<file path="config.mk">
export PLATFORM = sky130hd
export DESIGN_NAME = line_point_rasterizer_core
export DESIGN_NICKNAME = d
export VERILOG_FILES = /design/src/lpr_pkg.sv /design/src/lpr_div.sv /design/src/line_point_rasterizer_core.sv
export SDC_FILE = /design/constraint.sdc
export NUM_CORES = 2
export LEC_CHECK = 0
export BUFFER_PORTS_ARGS = -buffer_cell sky130_fd_sc_hd__buf_2
export CAP_MARGIN = 20
export CORE_MARGIN = 2
export CORE_UTILIZATION = 35
export CTS_CLUSTER_SIZE = 16
export DETAILED_ROUTE_END_ITERATION = 7
export PLACE_DENSITY_LB_ADDON = 0.2
export SLEW_MARGIN = 20
export SYNTH_ARGS = -nofsm -noshare
export SYNTH_HDL_FRONTEND = slang
export SYNTH_HIERARCHICAL = 1
export SYNTH_SLANG_ARGS = --single-unit
</file>
<file path="constraint.sdc">
create_clock -name clk_i -period 49.4 [get_ports clk_i]
set_clock_uncertainty 0.05 [all_clocks]
set_input_delay 2.47 -clock clk_i [delete_from_list [all_inputs] [get_ports clk_i]]
set_output_delay 2.47 -clock clk_i [all_outputs]
set_load 0.02 [all_outputs]
</file>
<file path="src/lpr_pkg.sv">
// Shared constants and types for the line point rasterizer.
// No dependencies; imported by lpr_div, line_point_rasterizer_core and the testbench.
`timescale 1ns / 1ps
`default_nettype none

package lpr_pkg;

  // Coordinate width default for the top-level parameter
  localparam int COORD_BITS_DEF = 13;

  // Fixed field widths
  localparam int IDX_W   = 13;
  localparam int COLOR_W = 24;
  localparam int OUT_W   = 12;
  localparam int CFG_W   = 13;
  localparam int STEP_W  = 5;
  localparam int OUT_DATA_W = 2 * OUT_W + COLOR_W;

  // Largest value an output coordinate can hold
  localparam logic [OUT_W-1:0] OUT_MAX = '1;

  // APB register file
  localparam int APB_AW = 4;
  localparam int APB_DW = 32;

  typedef logic [1:0] reg_idx_t;
  localparam reg_idx_t REG_WIDTH  = 2'd0;
  localparam reg_idx_t REG_HEIGHT = 2'd1;
  localparam reg_idx_t REG_STEP   = 2'd2;

  localparam logic [CFG_W-1:0]  WIDTH_RST  = 13'd2000;
  localparam logic [CFG_W-1:0]  HEIGHT_RST = 13'd1000;
  localparam logic [STEP_W-1:0] STEP_RST   = 5'd3;

endpackage

`default_nettype wire

</file>
<file path="src/lpr_div.sv">
// Pipelined restoring divider, one quotient bit per stage, with sideband.
// Uses lpr_pkg; instantiated by line_point_rasterizer_core.
`timescale 1ns / 1ps
`default_nettype none

module lpr_div
  import lpr_pkg::*;
#(
  parameter int NW = 2 * COORD_BITS_DEF + 2,  // dividend magnitude width
  parameter int DW = COORD_BITS_DEF + 1,      // divisor width
  parameter int QB = COORD_BITS_DEF + 1,      // quotient bits produced
  parameter int SW = 8                        // sideband width
) (
  input  wire logic          clk_i,
  input  wire logic          rst_ni,
  input  wire logic          en_i,
  input  wire logic          valid_i,
  input  wire logic [NW-1:0] mag_i,
  input  wire logic [DW-1:0] den_i,
  input  wire logic [SW-1:0] side_i,
  output logic               valid_o,
  output logic [QB-1:0]      quo_o,
  output logic [SW-1:0]      side_o
);

  // Caller guarantees mag_i < den_i * 2**QB, so the upper dividend bits
  // already sit below the divisor and form the starting remainder.
  logic          vld_q  [QB];
  logic [DW-1:0] rem_q  [QB];
  logic [QB-1:0] bits_q [QB];  // low dividend bits shift out, quotient bits shift in
  logic [DW-1:0] den_q  [QB];
  logic [SW-1:0] side_q [QB];

  for (genvar i = 0; i < QB; i++) begin : g_stage
    logic          vld_in;
    logic [DW-1:0] rem_in;
    logic [QB-1:0] bits_in;
    logic [DW-1:0] den_in;
    logic [SW-1:0] side_in;
    logic [DW:0]   trial;
    logic          ge;

    if (i == 0) begin : g_first
      assign vld_in  = valid_i;
      assign rem_in  = mag_i[NW-1:QB];
      assign bits_in = mag_i[QB-1:0];
      assign den_in  = den_i;
      assign side_in = side_i;
    end else begin : g_next
      assign vld_in  = vld_q[i-1];
      assign rem_in  = rem_q[i-1];
      assign bits_in = bits_q[i-1];
      assign den_in  = den_q[i-1];
      assign side_in = side_q[i-1];
    end

    assign trial = {rem_in, bits_in[QB-1]};
    assign ge    = trial >= {1'b0, den_in};

    always_ff @(posedge clk_i or negedge rst_ni) begin
      if (!rst_ni) begin
        vld_q[i] <= 1'b0;
      end else if (en_i) begin
        vld_q[i] <= vld_in;
      end
    end

    always_ff @(posedge clk_i) begin
      if (en_i) begin
        rem_q[i]  <= ge ? DW'(trial - {1'b0, den_in}) : trial[DW-1:0];
        bits_q[i] <= {bits_in[QB-2:0], ge};
        den_q[i]  <= den_in;
        side_q[i] <= side_in;
      end
    end
  end

  assign valid_o = vld_q[QB-1];
  assign quo_o   = bits_q[QB-1];
  assign side_o  = side_q[QB-1];

endmodule

`default_nettype wire

</file>
<file path="src/line_point_rasterizer_core.sv">
// Top level of the line point rasterizer: APB registers, stream ports, pipeline.
// Uses lpr_pkg and lpr_div.
`timescale 1ns / 1ps
`default_nettype none

// Computes one point of an interpolated line per input item: major axis pick,
// endpoint ordering, major coordinate start + k*step, minor coordinate by
// interpolation with a truncating divide, then clamping to the window. Fully
// pipelined: one item per clock while the output does not stall, through a
// restoring divider that resolves one quotient bit per stage. A stall on the
// output freezes the whole pipeline. Points past the end of the line come out
// with tuser (point_valid) low and all other fields zero.

module line_point_rasterizer_core
  import lpr_pkg::*;
#(
  parameter int COORD_BITS = COORD_BITS_DEF
) (
  input  wire logic                clk_i,
  input  wire logic                rst_ni,

  // tdata: start_x, start_y, end_x, end_y, line_color, point_index (low bit up)
  input  wire logic                s_axis_tvalid,
  output logic                     s_axis_tready,
  input  wire logic [((4*COORD_BITS+COLOR_W+IDX_W+7)/8)*8-1:0] s_axis_tdata,

  // tdata: pixel_x, pixel_y, pixel_color (low bit up); tuser: point_valid;
  // tlast: point_last
  output logic                     m_axis_tvalid,
  input  wire logic                m_axis_tready,
  output logic [OUT_DATA_W-1:0]    m_axis_tdata,
  output logic                     m_axis_tuser,
  output logic                     m_axis_tlast,

  input  wire logic                psel,
  input  wire logic                penable,
  input  wire logic                pwrite,
  input  wire logic [APB_AW-1:0]   paddr,
  input  wire logic [APB_DW-1:0]   pwdata,
  output logic [APB_DW-1:0]        prdata,
  output logic                     pready
);

  localparam int CB = COORD_BITS;
  localparam int PW = 2 * CB + 2;   // product / numerator width
  localparam int DW = CB + 1;       // span + 1 width
  localparam int QB = CB + 1;       // quotient bits
  localparam int MW = CB + 20;      // s + k*step without overflow
  localparam int KS_W = IDX_W + STEP_W;
  localparam int CW = ((CB > CFG_W) ? CB : CFG_W) + 2;

  // ---------------------------------------------------------------- registers
  logic [CFG_W-1:0]  window_width_q, window_height_q;
  logic [STEP_W-1:0] pixel_step_q;
  logic              cfg_wr;
  logic [STEP_W-1:0] step_eff;

  assign pready = 1'b1;
  assign cfg_wr = psel & penable & pwrite & pready;

  always_ff @(posedge clk_i or negedge rst_ni) begin
    if (!rst_ni) begin
      window_width_q  <= WIDTH_RST;
      window_height_q <= HEIGHT_RST;
      pixel_step_q    <= STEP_RST;
    end else if (cfg_wr) begin
      unique case (reg_idx_t'(paddr[3:2]))
        REG_WIDTH:  window_width_q  <= pwdata[CFG_W-1:0];
        REG_HEIGHT: window_height_q <= pwdata[CFG_W-1:0];
        REG_STEP:   pixel_step_q    <= pwdata[STEP_W-1:0];
        default: ;
      endcase
    end
  end

  always_comb begin
    unique case (reg_idx_t'(paddr[3:2]))
      REG_WIDTH:  prdata = APB_DW'(window_width_q);
      REG_HEIGHT: prdata = APB_DW'(window_height_q);
      REG_STEP:   prdata = APB_DW'(pixel_step_q);
      default:    prdata = '0;
    endcase
  end

  // zero step behaves as one
  assign step_eff = (pixel_step_q == '0) ? STEP_W'(1) : pixel_step_q;

  // ---------------------------------------------------------------- control
  logic en;
  logic out_valid_q;

  assign en            = !out_valid_q || m_axis_tready;
  assign s_axis_tready = en;

  // ---------------------------------------------------------------- stage A
  // axis pick and endpoint ordering
  logic signed [CB-1:0] x0, y0, x1, y1;
  logic [COLOR_W-1:0]   in_color;
  logic [IDX_W-1:0]     in_idx;
  logic signed [CB:0]   dx, dy;
  logic [CB:0]          adx, ady;
  logic                 xmaj;
  logic signed [CB-1:0] s0, e0, a0, b0;
  logic                 swap;

  assign x0       = s_axis_tdata[CB-1:0];
  assign y0       = s_axis_tdata[2*CB-1:CB];
  assign x1       = s_axis_tdata[3*CB-1:2*CB];
  assign y1       = s_axis_tdata[4*CB-1:3*CB];
  assign in_color = s_axis_tdata[4*CB+COLOR_W-1:4*CB];
  assign in_idx   = s_axis_tdata[4*CB+COLOR_W+IDX_W-1:4*CB+COLOR_W];

  assign dx   = {x0[CB-1], x0} - {x1[CB-1], x1};
  assign dy   = {y0[CB-1], y0} - {y1[CB-1], y1};
  assign adx  = dx[CB] ? DW'(-dx) : DW'(dx);
  assign ady  = dy[CB] ? DW'(-dy) : DW'(dy);
  assign xmaj = adx >= ady;
  assign s0   = xmaj ? x0 : y0;
  assign e0   = xmaj ? x1 : y1;
  assign a0   = xmaj ? y0 : x0;
  assign b0   = xmaj ? y1 : x1;
  assign swap = s0 > e0;

  logic                 a_vld_q;
  logic signed [CB-1:0] a_s_q, a_e_q, a_a_q, a_b_q;
  logic                 a_xmaj_q;
  logic [COLOR_W-1:0]   a_color_q;
  logic [IDX_W-1:0]     a_idx_q;

  always_ff @(posedge clk_i or negedge rst_ni) begin
    if (!rst_ni) begin
      a_vld_q <= 1'b0;
    end else if (en) begin
      a_vld_q <= s_axis_tvalid;
    end
  end

  always_ff @(posedge clk_i) begin
    if (en) begin
      a_s_q     <= swap ? e0 : s0;
      a_e_q     <= swap ? s0 : e0;
      a_a_q     <= swap ? b0 : a0;
      a_b_q     <= swap ? a0 : b0;
      a_xmaj_q  <= xmaj;
      a_color_q <= in_color;
      a_idx_q   <= in_idx;
    end
  end

  // ---------------------------------------------------------------- stage B
  // major coordinate and range checks
  logic [KS_W-1:0]      kstep;
  logic signed [MW-1:0] m_full, e_full;
  logic                 pt_valid, pt_last;

  assign kstep    = KS_W'(a_idx_q) * KS_W'(step_eff);
  assign m_full   = MW'(a_s_q) + $signed(MW'(kstep));
  assign e_full   = MW'(a_e_q);
  assign pt_valid = m_full <= e_full;
  assign pt_last  = (m_full + $signed(MW'(step_eff))) > e_full;

  logic                 b_vld_q;
  logic signed [CB-1:0] b_m_q, b_s_q, b_e_q, b_a_q, b_b_q;
  logic                 b_xmaj_q, b_pv_q, b_pl_q;
  logic [COLOR_W-1:0]   b_color_q;

  always_ff @(posedge clk_i or negedge rst_ni) begin
    if (!rst_ni) begin
      b_vld_q <= 1'b0;
    end else if (en) begin
      b_vld_q <= a_vld_q;
    end
  end

  always_ff @(posedge clk_i) begin
    if (en) begin
      b_m_q     <= m_full[CB-1:0];
      b_s_q     <= a_s_q;
      b_e_q     <= a_e_q;
      b_a_q     <= a_a_q;
      b_b_q     <= a_b_q;
      b_xmaj_q  <= a_xmaj_q;
      b_pv_q    <= pt_valid;
      b_pl_q    <= pt_valid & pt_last;
      b_color_q <= a_color_q;
    end
  end

  // ---------------------------------------------------------------- stage C
  // interpolation weights and products
  logic signed [CB:0]   m_x, s_x, e_x;
  logic [DW-1:0]        d1, d2, den;
  logic signed [PW-1:0] p1, p2;

  assign m_x = {b_m_q[CB-1], b_m_q};
  assign s_x = {b_s_q[CB-1], b_s_q};
  assign e_x = {b_e_q[CB-1], b_e_q};
  assign d1  = e_x - m_x;
  assign d2  = m_x - s_x + DW'(1);
  assign den = e_x - s_x + DW'(1);
  assign p1  = b_a_q * $signed({1'b0, d1});
  assign p2  = b_b_q * $signed({1'b0, d2});

  logic                 c_vld_q;
  logic signed [PW-1:0] c_p1_q, c_p2_q;
  logic [DW-1:0]        c_den_q;
  logic signed [CB-1:0] c_m_q;
  logic                 c_xmaj_q, c_pv_q, c_pl_q;
  logic [COLOR_W-1:0]   c_color_q;

  always_ff @(posedge clk_i or negedge rst_ni) begin
    if (!rst_ni) begin
      c_vld_q <= 1'b0;
    end else if (en) begin
      c_vld_q <= b_vld_q;
    end
  end

  always_ff @(posedge clk_i) begin
    if (en) begin
      c_p1_q    <= p1;
      c_p2_q    <= p2;
      c_den_q   <= den;
      c_m_q     <= b_m_q;
      c_xmaj_q  <= b_xmaj_q;
      c_pv_q    <= b_pv_q;
      c_pl_q    <= b_pl_q;
      c_color_q <= b_color_q;
    end
  end

  // ---------------------------------------------------------------- stage D
  // numerator sign and magnitude for the divider
  typedef struct packed {
    logic                 neg;
    logic                 xmaj;
    logic                 pv;
    logic                 pl;
    logic signed [CB-1:0] m;
    logic [COLOR_W-1:0]   color;
  } side_t;

  logic signed [PW-1:0] num;

  assign num = c_p1_q + c_p2_q;

  logic          d_vld_q;
  logic [PW-1:0] d_mag_q;
  logic [DW-1:0] d_den_q;
  side_t         d_side_q;

  always_ff @(posedge clk_i or negedge rst_ni) begin
    if (!rst_ni) begin
      d_vld_q <= 1'b0;
    end else if (en) begin
      d_vld_q <= c_vld_q;
    end
  end

  always_ff @(posedge clk_i) begin
    if (en) begin
      d_mag_q        <= num[PW-1] ? PW'(-num) : PW'(num);
      d_den_q        <= c_den_q;
      d_side_q.neg   <= num[PW-1];
      d_side_q.xmaj  <= c_xmaj_q;
      d_side_q.pv    <= c_pv_q;
      d_side_q.pl    <= c_pl_q;
      d_side_q.m     <= c_m_q;
      d_side_q.color <= c_color_q;
    end
  end

  // ---------------------------------------------------------------- divider
  logic                    q_vld;
  logic [QB-1:0]           q_mag;
  logic [$bits(side_t)-1:0] q_side_raw;
  side_t                   q_side;

  lpr_div #(
    .NW (PW),
    .DW (DW),
    .QB (QB),
    .SW ($bits(side_t))
  ) u_div (
    .clk_i   (clk_i),
    .rst_ni  (rst_ni),
    .en_i    (en),
    .valid_i (d_vld_q),
    .mag_i   (d_mag_q),
    .den_i   (d_den_q),
    .side_i  (d_side_q),
    .valid_o (q_vld),
    .quo_o   (q_mag),
    .side_o  (q_side_raw)
  );

  assign q_side = side_t'(q_side_raw);

  // ---------------------------------------------------------------- output
  function automatic logic [OUT_W-1:0] clamp_coord(logic signed [CB-1:0] v,
                                                   logic [CFG_W-1:0] size);
    logic signed [CW-1:0] r;
    logic signed [CW-1:0] hi;
    logic signed [CW-1:0] top;
    r   = CW'(v);
    hi  = $signed(CW'(size)) - $signed(CW'(1));
    top = $signed(CW'(OUT_MAX));
    if (r > hi) r = hi;
    if (r[CW-1]) r = '0;
    if (r > top) r = top;
    return r[OUT_W-1:0];
  endfunction

  logic signed [CB+1:0] minor_full;
  logic signed [CB-1:0] minor, px, py;

  assign minor_full = q_side.neg ? -$signed({1'b0, q_mag}) : $signed({1'b0, q_mag});
  assign minor      = minor_full[CB-1:0];
  assign px         = q_side.xmaj ? q_side.m : minor;
  assign py         = q_side.xmaj ? minor : q_side.m;

  logic [OUT_DATA_W-1:0] out_data_q;
  logic                  out_user_q, out_last_q;

  always_ff @(posedge clk_i or negedge rst_ni) begin
    if (!rst_ni) begin
      out_valid_q <= 1'b0;
    end else if (en) begin
      out_valid_q <= q_vld;
    end
  end

  always_ff @(posedge clk_i) begin
    if (en) begin
      if (q_side.pv) begin
        out_data_q <= {q_side.color, clamp_coord(py, window_height_q),
                       clamp_coord(px, window_width_q)};
      end else begin
        out_data_q <= '0;
      end
      out_user_q <= q_side.pv;
      out_last_q <= q_side.pl;
    end
  end

  assign m_axis_tvalid = out_valid_q;
  assign m_axis_tdata  = out_data_q;
  assign m_axis_tuser  = out_user_q;
  assign m_axis_tlast  = out_last_q;

endmodule

`default_nettype wire

</file>
Yosys cells after proc, flatten, opt, wreduce, memory -nomap -nowiden:

Memory sizes are Yosys's and may differ from the RTL's.
Index checks and enable logic that the tools add are counted.

* register bits after elaboration: 475
* RAM bits: 1162
* input bits: 139
* output and inout port bits: 85
* word-level logic and storage cells: 175
* memories: 4

* add/sub/neg operators: 30
* multiply operators: 3
* order comparisons: 22
* eq/ne operators: 2
* multiplexer cells: 46
* bitwise gates (word level): 3
* reductions and logical operators: 7

Memory list
* u_div.side_q: depth 14, width 41, rd ports 14, clocked after memory_dff 0, wr ports 14, RTL line lpr_div.sv:32 `logic [SW-1:0] side_q [QB];`
* u_div.bits_q: depth 14, width 14, rd ports 14, clocked after memory_dff 0, wr ports 14, RTL line lpr_div.sv:30 `logic [QB-1:0] bits_q [QB];`
* u_div.den_q: depth 14, width 14, rd ports 13, clocked after memory_dff 0, wr ports 14, RTL line lpr_div.sv:31 `logic [DW-1:0] den_q [QB];`
* u_div.rem_q: depth 14, width 14, rd ports 13, clocked after memory_dff 0, wr ports 14, RTL line lpr_div.sv:29 `logic [DW-1:0] rem_q [QB];`

Operator list (number)
* 2-to-1 mux 14 bit: 18
* >= comparator 15 x 14 -> 1 bit: 14
* subtractor 14 bit: 14
* 2-to-1 mux 15 bit: 10
* 2-to-1 mux 13 bit: 11
* subtractor 13 x 13 -> 14 bit: 5
* multiplier 13 x 15 -> 28 bit: 2
* one-hot mux 13 bit (3 select lines): 1
* > comparator 15 x 13 -> 1 bit (second input constant): 2
* adder 14 x 2 -> 14 bit (second input constant): 2
* adder 28 bit: 1
* > comparator 13 x 14 -> 1 bit: 2
* negator 14 bit: 2
* negator 28 bit: 1
* subtractor 13 x 1 -> 14 bit (second input constant): 2
* 2-to-1 mux 27 bit: 1
* 2-to-1 mux 12 bit: 2
* adder 20 x 6 -> 21 bit: 1
* > comparator 21 x 13 -> 1 bit: 1
* adder 13 x 19 -> 20 bit: 1
* less-or-equal comparator 20 x 13 -> 1 bit: 1
* multiplier 13 x 5 -> 18 bit: 1
* >= comparator 14 bit: 1
* > comparator 13 bit: 1
* 11 further kinds: 16

Logic depth before layout (Yosys ltp):

An unclocked memory read counts as a cell.

* depth in word-level cells: 13
* mapped depth: 39

Hierarchy:

The synthesis kept the hierarchy.

Modules (own cells, without submodules)
* lpr_div: times used 1, cells an instance 2878, area an instance 46900.0 sq um, sequential area each 34403.0 sq um
* line_point_rasterizer_core: times used 1, cells an instance 3820, area an instance 40802.9 sq um, sequential area each 13680.6 sq um

Worst setup path before layout:

No wires, ideal clock.

* path kind: input -> register
* start point: input m_axis_tready
* end point: register u_div.vld_q, in the netlist u_div/g_stage[10].vld_in
* data arrival time: 36.710 ns
* slack: 12.448 ns
* cell stages on the path: 3
* buffers on the path: 0
* cell sequence: nor2b_1 -> inv_1 -> mux2_2

* longest elaborated chain between the ends: 1

Ends and longest elaborated chain
* start, declared: RTL line line_point_rasterizer_core.sv:30 `input wire logic m_axis_tready,`
* logical OR 1 bit: RTL line line_point_rasterizer_core.sv:92 `assign en = !out_valid_q || m_axis_tready;`
* net s_axis_tready: RTL line line_point_rasterizer_core.sv:24 `output logic s_axis_tready,`
* end signal, assigned by index: RTL line lpr_div.sv:64 `vld_q[i] <= vld_in;`
* end, declared: RTL line lpr_div.sv:28 `logic vld_q [QB];`

The timed path passes the listed nets, and every way through them passes these cells.
A chain may end at the register's enable or synchronous reset.

Worst setup path after layout:

* start point: input s_axis_tdata[40]
* end point: register a_a_q[7], data pin

* longest elaborated chain between the ends: 7
* elaborated cells on any way between the ends: 10

Ends and longest elaborated chain
* start, declared: RTL line line_point_rasterizer_core.sv:25 `input wire logic [((4*COORD_BITS+COLOR_W+IDX_W+7)/8)*8-1:0] s_axis_tdata,`
* subtractor 13 x 13 -> 14 bit: RTL line line_point_rasterizer_core.sv:114 `assign dy = {y0[CB-1], y0} - {y1[CB-1], y1};`
* negator 14 bit: RTL line line_point_rasterizer_core.sv:116 `assign ady = dy[CB] ? DW'(-dy) : DW'(dy);`
* 2-to-1 mux 14 bit: RTL line line_point_rasterizer_core.sv:116
* >= comparator 14 bit: RTL line line_point_rasterizer_core.sv:117 `assign xmaj = adx >= ady;`
* 2-to-1 mux 13 bit (on tied branches): RTL line line_point_rasterizer_core.sv:118, line_point_rasterizer_core.sv:119
* > comparator 13 bit: RTL line line_point_rasterizer_core.sv:122 `assign swap = s0 > e0;`
* 2-to-1 mux 13 bit (*): RTL line line_point_rasterizer_core.sv:142 `a_a_q <= swap ? b0 : a0;`
* end signal, assigned: RTL line line_point_rasterizer_core.sv:142
* end, declared: RTL line line_point_rasterizer_core.sv:125 `logic signed [CB-1:0] a_s_q, a_e_q, a_a_q, a_b_q;`

Every way passes the cells marked *; elsewhere a longest branch is shown, timed or not.

==> metrics.cfg <==
[global_routing]
grt_max_degree = 172
grt_pass1_vias = 51600
grt-busiest-layer = met2
grt_overflow = 0
use_met3_pct = 2.28
met1_usage_pct = 17.0
grt_use_met2_pct = 24.0
track_usage_pct = 13.8
antenna_found_initial = 11
grt_pass1_wl_mm = 279

[setup_path]
r2r_setup_slack_ps = 40110
cp_data_arrival_time_ps = 10930
crit_top_cell = a21oi_1
critPathCaptureType = register
critPathMaxFanout = 64
crit_type = in2reg
startpoint_type = primary input
crit_required_ps = 49900
slowest_stage = buf_4
cpPeakStageDelay_ps = 890

[hold_path]
worstHoldPathType = reg2reg

[floorplan]
initial_utilization_pct = 35.2
die_y_um = 503
num_io_pins = 224
rows = 183
die_area_mm2 = 0.253
die_w_um = 503
core_region_area_mm2 = 0.248

[cells_and_area]
finalNetCount = 8074
layout-drive-gt1-share_pct = 11.3
nFillCells = 23400
area_growth_pct = 12.2

[clock_tree]
clock-sinks = 1595
hold_buffers = 0
clk_latency_ps = 800
cts_resized = 0
cts_tree = built
cts.htree.levels = 4
cts_made_buffers = 180
post-cts-setup-buffer-count = 0
clk_path_buf_depth = 3
path_clk_slew_ps = 60
clockRootBuffer = clkbuf_16

[route]
ant_nets = 0
wl_per_cell_um = 16.9
wl_mm = 176
drc = 0
first_pass_iters = 6
vias_per_cell = 4.85
num_vias = 50500
first_iter_violations = 3374

[timing]
tns_ps = 0
worst_pin_slew_ps = 1130
drv_slew = 0
max_freq_mhz = 95.9
rsz0062_at_grt = false
slew_headroom_pct = 24.2
timing.final.crit_share_pct = 21.1
fin_crit_ps = 10430
finalHoldViolCount = 0
setup_viol = 0

[outcome]
status = complete, no violations

[placed_design]
place_hpwl_mm = 129
gp_congestion = 0.890
io_buffers = 175

[synthesis]
synth_area_mm2 = 0.0873
avgSynthCellArea_um2 = 13.1
yosys_warnings = 6
synth_cells = 6683

[job]
drv_cap = 0

[layout by cell type (no fill, tap or decap), drive strengths merged, types with 79 or more instances in the layout]
| cell type | count |
|---|---|
| mux2 | 222 |
| a21o | 108 |
| fa | 318 |
| nand2 | 414 |
| mux2i | 169 |
| a21oi | 258 |
| o21ai | 198 |
| nor2 | 268 |
| inv | 774 |
| edfxtp | 1545 |
| nor2b | 79 |
| and2 | 190 |
| nand3 | 92 |
| nor3 | 102 |
| buf | 228 |
| clkinv | 80 |
| clkbuf | 215 |
| xor2 | 110 |
| xnor2 | 224 |
| ha | 677 |
[final cells by class]
class | count | area, µm² | area share [%]
sequential | 1595 | 47700 | 48.7
multi-input combinational | 4175 | 36100 | 36.9
clock buffer | 215 | 4640 | 4.73
tap | 3330 | 4170 | 4.26
inverter | 760 | 2860 | 2.92
timing repair buffer | 228 | 1290 | 1.32
clock inverter | 116 | 1140 | 1.17
antenna | 5 | 12.5 | 0.0128
[worst paths after layout]
kind / to / depth (start not counted) / from
setup / recovery: a_a_q[7]$_DFFE_PP_ / 36 / s_axis_tdata[40]
hold / removal: c_color_q[11]$_DFFE_PP_ / 0 / b_color_q[11]$_DFFE_PP_
setup reg to reg: c_p2_q[27]$_DFFE_PP_ / 35 / b_m_q[1]$_DFFE_PP_
hold reg to reg: c_color_q[11]$_DFFE_PP_ / 0 / b_color_q[11]$_DFFE_PP_
max in group asynchronous: u_div/g_stage[7].vld_in$_DFFE_PN0P_ / 1 / rst_ni
min in group asynchronous: window_height_q[12]$_DFFE_PN0P_ / 1 / rst_ni
[metrics by stage]
step / std cells / utilization (%) / cell area (µm²) / hold slack, ps / setup WS (ps)
global route: 10400 / 39.4 / 97900 / 343 / 38540
global placement: 10100 / 37.1 / 92100 / 350 / 38120
CTS: 10400 / 39.4 / 97900 / 338 / 39010
finish: 10400 / 39.4 / 97900 / 344 / 38970
floorplan: 6701 / - / 87300 / 350 / 12750
detailed placement: 10100 / 37.1 / 92100 / 355 / 38060
[per-layer routing]
metal	share of wire [%]	up-vias
met5	0.026	-
li1	-	24600
met3	3.5	330
met2	50	820
met4	4.0	8
met1	43	24800
[sequential cells by signal, summed over array words and instances (netlist names), 24 cells and up]
name          flops
c_p2_q           28
u_div/den_q     182
d_mag_q          28
b_color_q        24
c_p1_q           28
c_color_q        24
a_color_q        24
u_div/bits_q    182
m_axis_tdata     48
d_side_q         41
u_div/side_q    574
u_div/rem_q     182
[worst max-delay path: cells and delay by family]
kind / cells / cell delay, ps
buf+inv: 5 / 1950
fa+ha+maj: 3 / 880
compound gates: 21 / 4070
simple gates: 3 / 290
xor+xnor: 1 / 110
mux: 3 / 1100
Power is left out: the tool's default activity adds up to more than one toggle a clock period on the data nets, which glitch-free logic cannot reach.
